<file path="src/sv/utf8_to_utf32_decoder_core_assert.svh">
// Assertion helpers shared by the decoder modules.
// Both expect a clock named clk and an active-low reset named arst_n in scope.
`ifndef UTF8_TO_UTF32_DECODER_CORE_ASSERT_SVH
`define UTF8_TO_UTF32_DECODER_CORE_ASSERT_SVH

// Whenever ante holds, cons must hold in the same cycle.
`define U8D_ASSERT_IMP(lbl, ante, cons, msg) \
	lbl: assert property (@(posedge clk) disable iff (!arst_n) (ante) |-> (cons)) \
		else $error(msg);

// expr must never hold.
`define U8D_ASSERT_NEVER(lbl, expr, msg) \
	lbl: assert property (@(posedge clk) disable iff (!arst_n) !(expr)) \
		else $error(msg);

`endif

</file>
<file path="src/sv/u8d_pkg.sv">
package u8d_pkg;

	localparam int unsigned CpW    = 21;
	localparam int unsigned CountW = 17;
	localparam int unsigned DepthW = 2;
	localparam int unsigned Depth  = 1 << DepthW;

	localparam logic [32:0]       MAX_LEN    = 33'd65536;
	localparam logic [CountW-1:0] CountMax   = {CountW{1'b1}};
	localparam logic [CountW-1:0] CountLimit =
		(MAX_LEN > {16'd0, CountMax}) ? CountMax : MAX_LEN[CountW-1:0];

	localparam logic [7:0] ContMask  = 8'b1100_0000;
	localparam logic [7:0] ContPat   = 8'b1000_0000;
	localparam logic [7:0] Lead2Mask = 8'b1110_0000;
	localparam logic [7:0] Lead2Pat  = 8'b1100_0000;
	localparam logic [7:0] Lead3Mask = 8'b1111_0000;
	localparam logic [7:0] Lead3Pat  = 8'b1110_0000;
	localparam logic [7:0] Lead4Mask = 8'b1111_1000;
	localparam logic [7:0] Lead4Pat  = 8'b1111_0000;

	localparam logic [CpW-1:0] Min2   = 21'h000080;
	localparam logic [CpW-1:0] Max2   = 21'h0007FF;
	localparam logic [CpW-1:0] Min3   = 21'h000800;
	localparam logic [CpW-1:0] SurLo  = 21'h00D7FF;
	localparam logic [CpW-1:0] SurHi  = 21'h00E000;
	localparam logic [CpW-1:0] Max3   = 21'h00FFFF;
	localparam logic [CpW-1:0] MaxCp  = 21'h10FFFF;

	// At most one decoded event per accepted byte: a code point, an end summary, or both.
	typedef struct packed {
		logic              has_cp;
		logic [CpW-1:0]    cp;
		logic              has_end;
		logic              err;
		logic [CountW-1:0] count;
	} u8d_rec_t;

	// Output beat as held in the back end's output register.
	typedef struct packed {
		logic [CpW-1:0]    cp;
		logic              is_end;
		logic              error;
		logic [CountW-1:0] count;
	} u8d_beat_t;

	// Range check of a finished multi-byte value; seqlen is length minus one.
	function automatic logic value_ok(input logic [CpW-1:0] v, input logic [1:0] seqlen);
		logic ok;
		begin
			unique case (seqlen)
				2'd1: ok = (v >= Min2) && (v <= Max2);
				2'd2: ok = (v >= Min3) && (v <= Max3) && !((v > SurLo) && (v < SurHi));
				default: ok = (v > Max3) && (v <= MaxCp);
			endcase
			return ok;
		end
	endfunction

endpackage

</file>
<file path="src/sv/u8d_front.sv">
module u8d_front
	import u8d_pkg::*;
(
	input  logic           clk,
	input  logic           arst_n,
	input  logic           accept,
	input  logic [7:0]     byte_in,
	input  logic           last_byte,
	output logic           push,
	output u8d_rec_t       rec
);

	logic [1:0]        pend_q, seqlen_q;
	logic [CpW-1:0]    pv_q;
	logic              failed_q;
	logic [CountW-1:0] cnt_q;

	logic [1:0]        pend_n, seqlen_n;
	logic [CpW-1:0]    pv_n, pv_shift;
	logic              failed_n, fail_end, cp_hit;
	logic [CpW-1:0]    cp_val;
	logic [CountW-1:0] cnt_n;

	always_comb begin
		pend_n   = pend_q;
		seqlen_n = seqlen_q;
		pv_n     = pv_q;
		failed_n = failed_q;
		cp_hit   = 1'b0;
		cp_val   = '0;
		pv_shift = {pv_q[CpW-7:0], byte_in[5:0]};
		if (!failed_q) begin
			if (pend_q == 2'd0) begin
				if (!byte_in[7]) begin
					cp_hit = 1'b1;
					cp_val = {13'd0, byte_in};
				end else if ((byte_in & Lead2Mask) == Lead2Pat) begin
					pv_n = {16'd0, byte_in[4:0]};
					pend_n = 2'd1;
					seqlen_n = 2'd1;
				end else if ((byte_in & Lead3Mask) == Lead3Pat) begin
					pv_n = {17'd0, byte_in[3:0]};
					pend_n = 2'd2;
					seqlen_n = 2'd2;
				end else if ((byte_in & Lead4Mask) == Lead4Pat) begin
					pv_n = {18'd0, byte_in[2:0]};
					pend_n = 2'd3;
					seqlen_n = 2'd3;
				end else begin
					failed_n = 1'b1;
				end
			end else if ((byte_in & ContMask) != ContPat) begin
				failed_n = 1'b1;
			end else begin
				pv_n = pv_shift;
				pend_n = pend_q - 2'd1;
				if (pend_q == 2'd1) begin
					if (value_ok(pv_shift, seqlen_q)) begin
						cp_hit = 1'b1;
						cp_val = pv_shift;
					end else begin
						failed_n = 1'b1;
					end
					pv_n = '0;
					seqlen_n = 2'd0;
				end
			end
		end
		cnt_n = (cp_hit && (cnt_q < CountLimit)) ? cnt_q + 1'b1 : cnt_q;
		fail_end = failed_n || (pend_n != 2'd0);
	end

	always_comb begin
		rec.has_cp  = cp_hit;
		rec.cp      = cp_val;
		rec.has_end = last_byte;
		rec.err     = fail_end;
		rec.count   = fail_end ? '0 : cnt_n;
		push        = accept && (cp_hit || last_byte);
	end

	always_ff @(posedge clk or negedge arst_n) begin
		if (!arst_n) begin
			pend_q   <= '0;
			seqlen_q <= '0;
			pv_q     <= '0;
			failed_q <= 1'b0;
			cnt_q    <= '0;
		end else if (accept) begin
			if (last_byte) begin
				pend_q   <= '0;
				seqlen_q <= '0;
				pv_q     <= '0;
				failed_q <= 1'b0;
				cnt_q    <= '0;
			end else begin
				pend_q   <= pend_n;
				seqlen_q <= seqlen_n;
				pv_q     <= pv_n;
				failed_q <= failed_n;
				cnt_q    <= cnt_n;
			end
		end
	end

endmodule

</file>
<file path="src/sv/u8d_fifo.sv">
module u8d_fifo
	import u8d_pkg::*;
(
	input  logic     clk,
	input  logic     arst_n,
	input  logic     push,
	input  u8d_rec_t wr_rec,
	input  logic     pop,
	output logic     full,
	output logic     empty,
	output u8d_rec_t head
);

	u8d_rec_t          mem_q [Depth];
	logic [DepthW-1:0] wr_ptr_q, rd_ptr_q;
	logic [DepthW:0]   fill_q;

	assign full  = (fill_q == (DepthW+1)'(Depth));
	assign empty = (fill_q == '0);
	assign head  = mem_q[rd_ptr_q];

	always_ff @(posedge clk) begin
		if (push) begin
			mem_q[wr_ptr_q] <= wr_rec;
		end
	end

	always_ff @(posedge clk or negedge arst_n) begin
		if (!arst_n) begin
			wr_ptr_q <= '0;
			rd_ptr_q <= '0;
			fill_q   <= '0;
		end else begin
			if (push) begin
				wr_ptr_q <= wr_ptr_q + 1'b1;
			end
			if (pop) begin
				rd_ptr_q <= rd_ptr_q + 1'b1;
			end
			if (push && !pop) begin
				fill_q <= fill_q + 1'b1;
			end else if (pop && !push) begin
				fill_q <= fill_q - 1'b1;
			end
		end
	end

`include "utf8_to_utf32_decoder_core_assert.svh"

	`U8D_ASSERT_NEVER(a_no_overflow, push && full, "push into a full queue")
	`U8D_ASSERT_NEVER(a_no_underflow, pop && empty, "pop from an empty queue")
	`U8D_ASSERT_IMP(a_fill_ptrs, fill_q != (DepthW+1)'(Depth),
		fill_q[DepthW-1:0] == DepthW'(wr_ptr_q - rd_ptr_q), "fill count and pointers disagree")

endmodule

</file>
<file path="src/sv/u8d_back.sv">
module u8d_back
	import u8d_pkg::*;
(
	input  logic      clk,
	input  logic      arst_n,
	input  logic      empty,
	input  u8d_rec_t  head,
	output logic      pop,
	output logic      out_valid,
	input  logic      out_ready,
	output u8d_beat_t out_beat
);

	logic      valid_q;
	logic      phase_q;
	u8d_beat_t beat_q;
	logic      load;
	logic      send_cp;

	// Load a new beat when the output register is free or being drained.
	assign load    = !empty && (!valid_q || out_ready);
	assign send_cp = head.has_cp && !phase_q;
	assign pop     = load && !(send_cp && head.has_end);

	assign out_valid = valid_q;
	assign out_beat  = beat_q;

	always_ff @(posedge clk) begin
		if (load) begin
			if (send_cp) begin
				beat_q <= '{cp: head.cp, is_end: 1'b0, error: 1'b0, count: '0};
			end else begin
				beat_q <= '{cp: '0, is_end: 1'b1, error: head.err, count: head.count};
			end
		end
	end

	always_ff @(posedge clk or negedge arst_n) begin
		if (!arst_n) begin
			valid_q <= 1'b0;
			phase_q <= 1'b0;
		end else begin
			if (load) begin
				valid_q <= 1'b1;
			end else if (out_ready) begin
				valid_q <= 1'b0;
			end
			if (load) begin
				phase_q <= send_cp && head.has_end;
			end
		end
	end

`include "utf8_to_utf32_decoder_core_assert.svh"

	`U8D_ASSERT_IMP(a_phase_head, phase_q,
		!empty && head.has_cp && head.has_end, "second half pending without a split record")
	`U8D_ASSERT_IMP(a_cp_beat_clean, valid_q && !beat_q.is_end,
		!beat_q.error && (beat_q.count == '0), "code point beat carries summary bits")
	`U8D_ASSERT_IMP(a_pop_loads, pop, load, "record retired without a beat")

endmodule

</file>
<file path="src/sv/utf8_to_utf32_decoder_core.sv">
// Channel  Dir  Fields (lowest bit first)                    Marks
// s_*      in   tdata: byte_in[7:0]                          tlast: last_byte
// m_*      out  tdata: scalar[20:0], count[37:21], pad      tlast: is_end, tuser: error
//
// One byte is accepted per cycle while the queue has room; decode and validation finish in the accepting cycle.
// A byte that ends a code point and also ends the buffer yields two beats, which the
// output side sends one after the other, code point first.
// A four-entry event queue between decoder and output register absorbs those extra
// beats and downstream stalls; s_tready drops only while the queue is full.
// An accepted byte reaches the output through the event queue and then the output register.
// arst_n clears decoder state, queue pointers and the output valid at once.
module utf8_to_utf32_decoder_core
	import u8d_pkg::*;
(
	input  logic        clk,
	input  logic        arst_n,
	input  logic        s_tvalid,
	output logic        s_tready,
	input  logic [7:0]  s_tdata,   // byte_in[7:0]
	input  logic        s_tlast,
	output logic        m_tvalid,
	input  logic        m_tready,
	output logic [39:0] m_tdata,   // scalar[20:0], count[37:21], zero[39:38]
	output logic        m_tlast,
	output logic [0:0]  m_tuser    // error[0]
);

	logic      accept;
	logic      push, pop, full, empty;
	u8d_rec_t  rec, head;
	u8d_beat_t beat;

	// Accept a beat whenever the queue has room for its event.
	assign s_tready = !full;
	assign accept   = s_tvalid && s_tready;

	// Front: classify the byte, update sequence state and emit at most one event.
	u8d_front u_front (
		.clk       (clk),
		.arst_n    (arst_n),
		.accept    (accept),
		.byte_in   (s_tdata),
		.last_byte (s_tlast),
		.push      (push),
		.rec       (rec)
	);

	// Queue: decouple decoding from the output handshake.
	u8d_fifo u_fifo (
		.clk    (clk),
		.arst_n (arst_n),
		.push   (push),
		.wr_rec (rec),
		.pop    (pop),
		.full   (full),
		.empty  (empty),
		.head   (head)
	);

	// Back: turn each event into a code point beat, an end beat, or both.
	u8d_back u_back (
		.clk       (clk),
		.arst_n    (arst_n),
		.empty     (empty),
		.head      (head),
		.pop       (pop),
		.out_valid (m_tvalid),
		.out_ready (m_tready),
		.out_beat  (beat)
	);

	assign m_tdata = {2'b00, beat.count, beat.cp};
	assign m_tlast = beat.is_end;
	assign m_tuser = beat.error;

endmodule
</file>
<file path="config.mk">
export PLATFORM = sky130hd
export DESIGN_NAME = utf8_to_utf32_decoder_core
export DESIGN_NICKNAME = d
export VERILOG_FILES = /design/src/sv/u8d_pkg.sv /design/src/sv/u8d_front.sv /design/src/sv/u8d_fifo.sv /design/src/sv/u8d_back.sv /design/src/sv/utf8_to_utf32_decoder_core.sv
export VERILOG_INCLUDE_DIRS = /design/src /design/src/sv
export SDC_FILE = /design/constraint.sdc
export NUM_CORES = 1
export LEC_CHECK = 0
export BUFFER_PORTS_ARGS = -buffer_cell sky130_fd_sc_hd__buf_2
export CORE_MARGIN = 2
export CORE_UTILIZATION = 50
export CTS_CLUSTER_DIAMETER = 200
export DETAILED_ROUTE_END_ITERATION = 7
export GPL_TIMING_DRIVEN = 0
export PLACE_DENSITY_LB_ADDON = 0.2
export SYNTH_ARGS = -nofsm -noshare
export SYNTH_HDL_FRONTEND = slang
export SYNTH_SLANG_ARGS = --single-unit
</file>
<file path="constraint.sdc">
create_clock -name clk -period 4.7 [get_ports clk]
set_input_delay 0.235 -clock clk [delete_from_list [all_inputs] [get_ports clk]]
set_output_delay 0.235 -clock clk [all_outputs]
set_load 0.005 [all_outputs]
</file>
==> metrics.csv <==
metric,value,unit
final_nets,797,
ir_drop,0.320,mV
place_ws,624,ps
cp_data_arrival_time,4300,ps
via_count,5926,
diodes,0,
worstSetupPathType,reg2reg,
slew_headroom,27.2,%
row_count,53,
clock_path_buffers,3,
slowest_stage,o21ai_1,
ant_nets,0,
drive_gt1_share,21.0,%
synthXorXnorAreaFrac,1.91,%
netSwitchingPower,2.18,mW
hold_viol,0,
yosysWarnings,0,
tns,0,ps
sequentialPowerShare,44.2,%
synth_fa_ha_area_share,1.38,%
gp_congestion,0.895,
synth.area.top_cells,"edfxtp_1, dfrtp_1, mux4_2",
placed_cells_incl_taps,1015,
clkTransAtPathRegs,70,ps
start_util,50.6,%
combPwrFrac,29.5,%
p_int,5.01,mW
worstSkewPairLatency,530,ps
wire_per_inst,19.8,µm
final.min_clock_period,4070,ps
viasPerCell,5.55,
final_util,58.1,%
dr.pass1.iters,4,
hold_ws,41.5,ps
synthCells,682,
drt_iter0_drc,398,
synth_edf_count,204,
power_density,593,mW/mm²
async_flop_share,18.4,%
fp.coreArea,0.0208,mm²
synth_compound_area_share,5.37,%
critPathMaxFanout,22,
synth.most_common_cell,edfxtp_1,
postCtsHoldBufs,6,
grt_overflow_total,0,
synthSimpleGateAreaFrac,10.3,%
power_leakage,4.36,nW
status,"complete, no violations",
cp.required,4930,ps
syn_area_per_cell,15.4,µm²
cts_root_buffer,clkbuf_16,
clock-sinks,250,
ys_types,57,
register_area,0.00728,mm²
clockPowerShare,26.2,%
antenna_found_initial,0,
dpl_cell_area,0.0113,mm²
setup_violations,0,
grt_pass1_wl,33.1,mm
rsz0062_at_grt,no,
io_pins,57,
synth_common_cells,"edfxtp_1, dfrtp_1, nand2_1",
layout_setup_ws,626,ps
die_area,0.0222,mm²
gr-usage-all-layers,19.6,%
htree_levels,1,
start_kind,flop,
syn-cell-area,0.0105,mm²
cp-end-kind,flop,
seq_area_frac_synth,69.1,%
ys_ff_latch,250,
drc,0,
synth.top_cell.area_share,58.2,%
wl,21.1,mm
area_growth,15.0,%
path_delay_family,simple AND/OR/NAND/NOR gates,
slowest_delay,790,ps
crit_chain,nor4_1 > mux2i_1 > nand3_1 > o21ai_1 > o21ai_2 > nor2_4 > buf_12,
hold_class,in2reg,
synthMuxAreaShare,9.38,%
finalNonFillerCells,1067,
stdcell_area,0.0121,mm²
post_cts_resized,0,
tightest_slew,1090,ps
dp_hpwl,14.0,mm
cts_tree,done,
cts_buffers,25,
final_max_slew_viol_count,0,
swShare,30.3,%
worst-path-buf-inv,1,
io_buffer_count,52,
maxCapViolCount,0,
grt_max_degree,47,
fillCellCount,1661,
cts_setup_buffers,0,
synth_top_family_by_area,simple AND/OR/NAND/NOR gates,
die_w,149,µm
total_power,7.18,mW
finalCritPeriodShare,86.7,%
clock_skew,9.41,ps
multi_input_area,0.00303,mm²
yosys.area.top_type,edfxtp_1,
max_freq,245,MHz
grt_pass1_vias,5953,
synth_flop_cell,edfxtp_1,
die_y,149,µm
worst min-delay path, delay by kind of cell:
kind,cells,cell delay [ps]
compound gates,1,80
simple gates,1,70
buf+inv,1,140
state kept, by name (all words and copies together) (netlist names):
signal,flops
u_front.failed_q,1
u_fifo.wr_ptr_q,2
u_back.phase_q,1
u_front.pend_q,2
u_back.out_valid,1
u_fifo.mem_q,164
u_front.cnt_q,17
u_back.out_beat,40
u_fifo.fill_q,3
u_front.seqlen_q,2
u_front.pv_q,15
u_fifo.rd_ptr_q,2
layer usage:
layer	track usage [%]	routed length [µm]	vias to the layer above	share of wire, %
met5	0	0	-	0
met3	3.00	966	37	4.6
li1	-	-	2725	-
met1	28.9	9760	3002	46
met2	30.6	9840	162	47
met4	5.62	542	0	2.6
final timing paths:
path | start | slack [ps] | cells past startpoint | endpoint
worst max register to register | u_front.pv_q[13]$_DFFE_PN0P_ | 630 | 7 | u_fifo.mem_q[3][40]$_DFFE_PP_
max in group asynchronous | arst_n | 3580 | 2 | u_front.pv_q[11]$_DFFE_PN0P_
min in group asynchronous | arst_n | 450 | 2 | u_fifo.fill_q[1]$_DFFE_PN0P_
worst max-delay path | u_front.pv_q[13]$_DFFE_PN0P_ | 630 | 7 | u_fifo.mem_q[3][40]$_DFFE_PP_
worst min register to register | u_back.phase_q$_DFFE_PN0P_ | 500 | 1 | u_back.phase_q$_DFFE_PN0P_
worst min-delay path | s_tdata[4] | 40 | 3 | u_front.pv_q[4]$_DFFE_PN0P_
area by class of cell:
class | count | share of cell area, %
buffer | 38 | 1.37
clock buffer | 32 | 5.47
clock inverter | 14 | 0.899
inverter | 27 | 0.837
multi-input combinational | 368 | 25.0
sequential | 250 | 60.1
tap | 275 | 2.84
timing repair buffer | 63 | 3.47
placed cells by master, fill, tap and decap left out, types with 4 or more instances in the layout:
master         instances
xnor2_1               13
o2111ai_1              5
a21oi_1               18
o21ai_0               32
and2_1                42
or3_1                 10
nor2b_1               21
clkbuf_1              35
ha_1                  10
clkbuf_16             25
xor2_1                10
nand3_1               11
nand2_1               45
buf_1                  4
buf_12                 5
dfrtp_1               46
edfxtp_1             204
dlygate4sd3_1          6
nand2b_1               5
clkinv_2               8
nor2_4                 4
nor3_1                 4
inv_1                 27
and3_1                 6
nor2_2                 9
mux4_2                41
nor2_1                19
o211ai_1               9
buf_2                 53
power groups by stage:
stage	combinational (mW)	clock (mW)	sequential [mW]
after CTS	2.17	1.92	3.18
after floorplan	1.40	0	3.23
final	2.12	1.89	3.18
after global placement	2.05	0	3.24
after global routing	2.34	2.02	3.23
after detailed placement	2.16	0	3.23
logic make-up (layout without fill, tap and decap cells):
kind of cell	after synthesis	count (layout)
mux	47	47
fa+ha+maj	11	11
flops	250	250
simple gates	195	195
compound gates	90	90
xor+xnor	23	23
other cells	1	2
buf+inv	65	174
(Power assumes the default switching activity.)
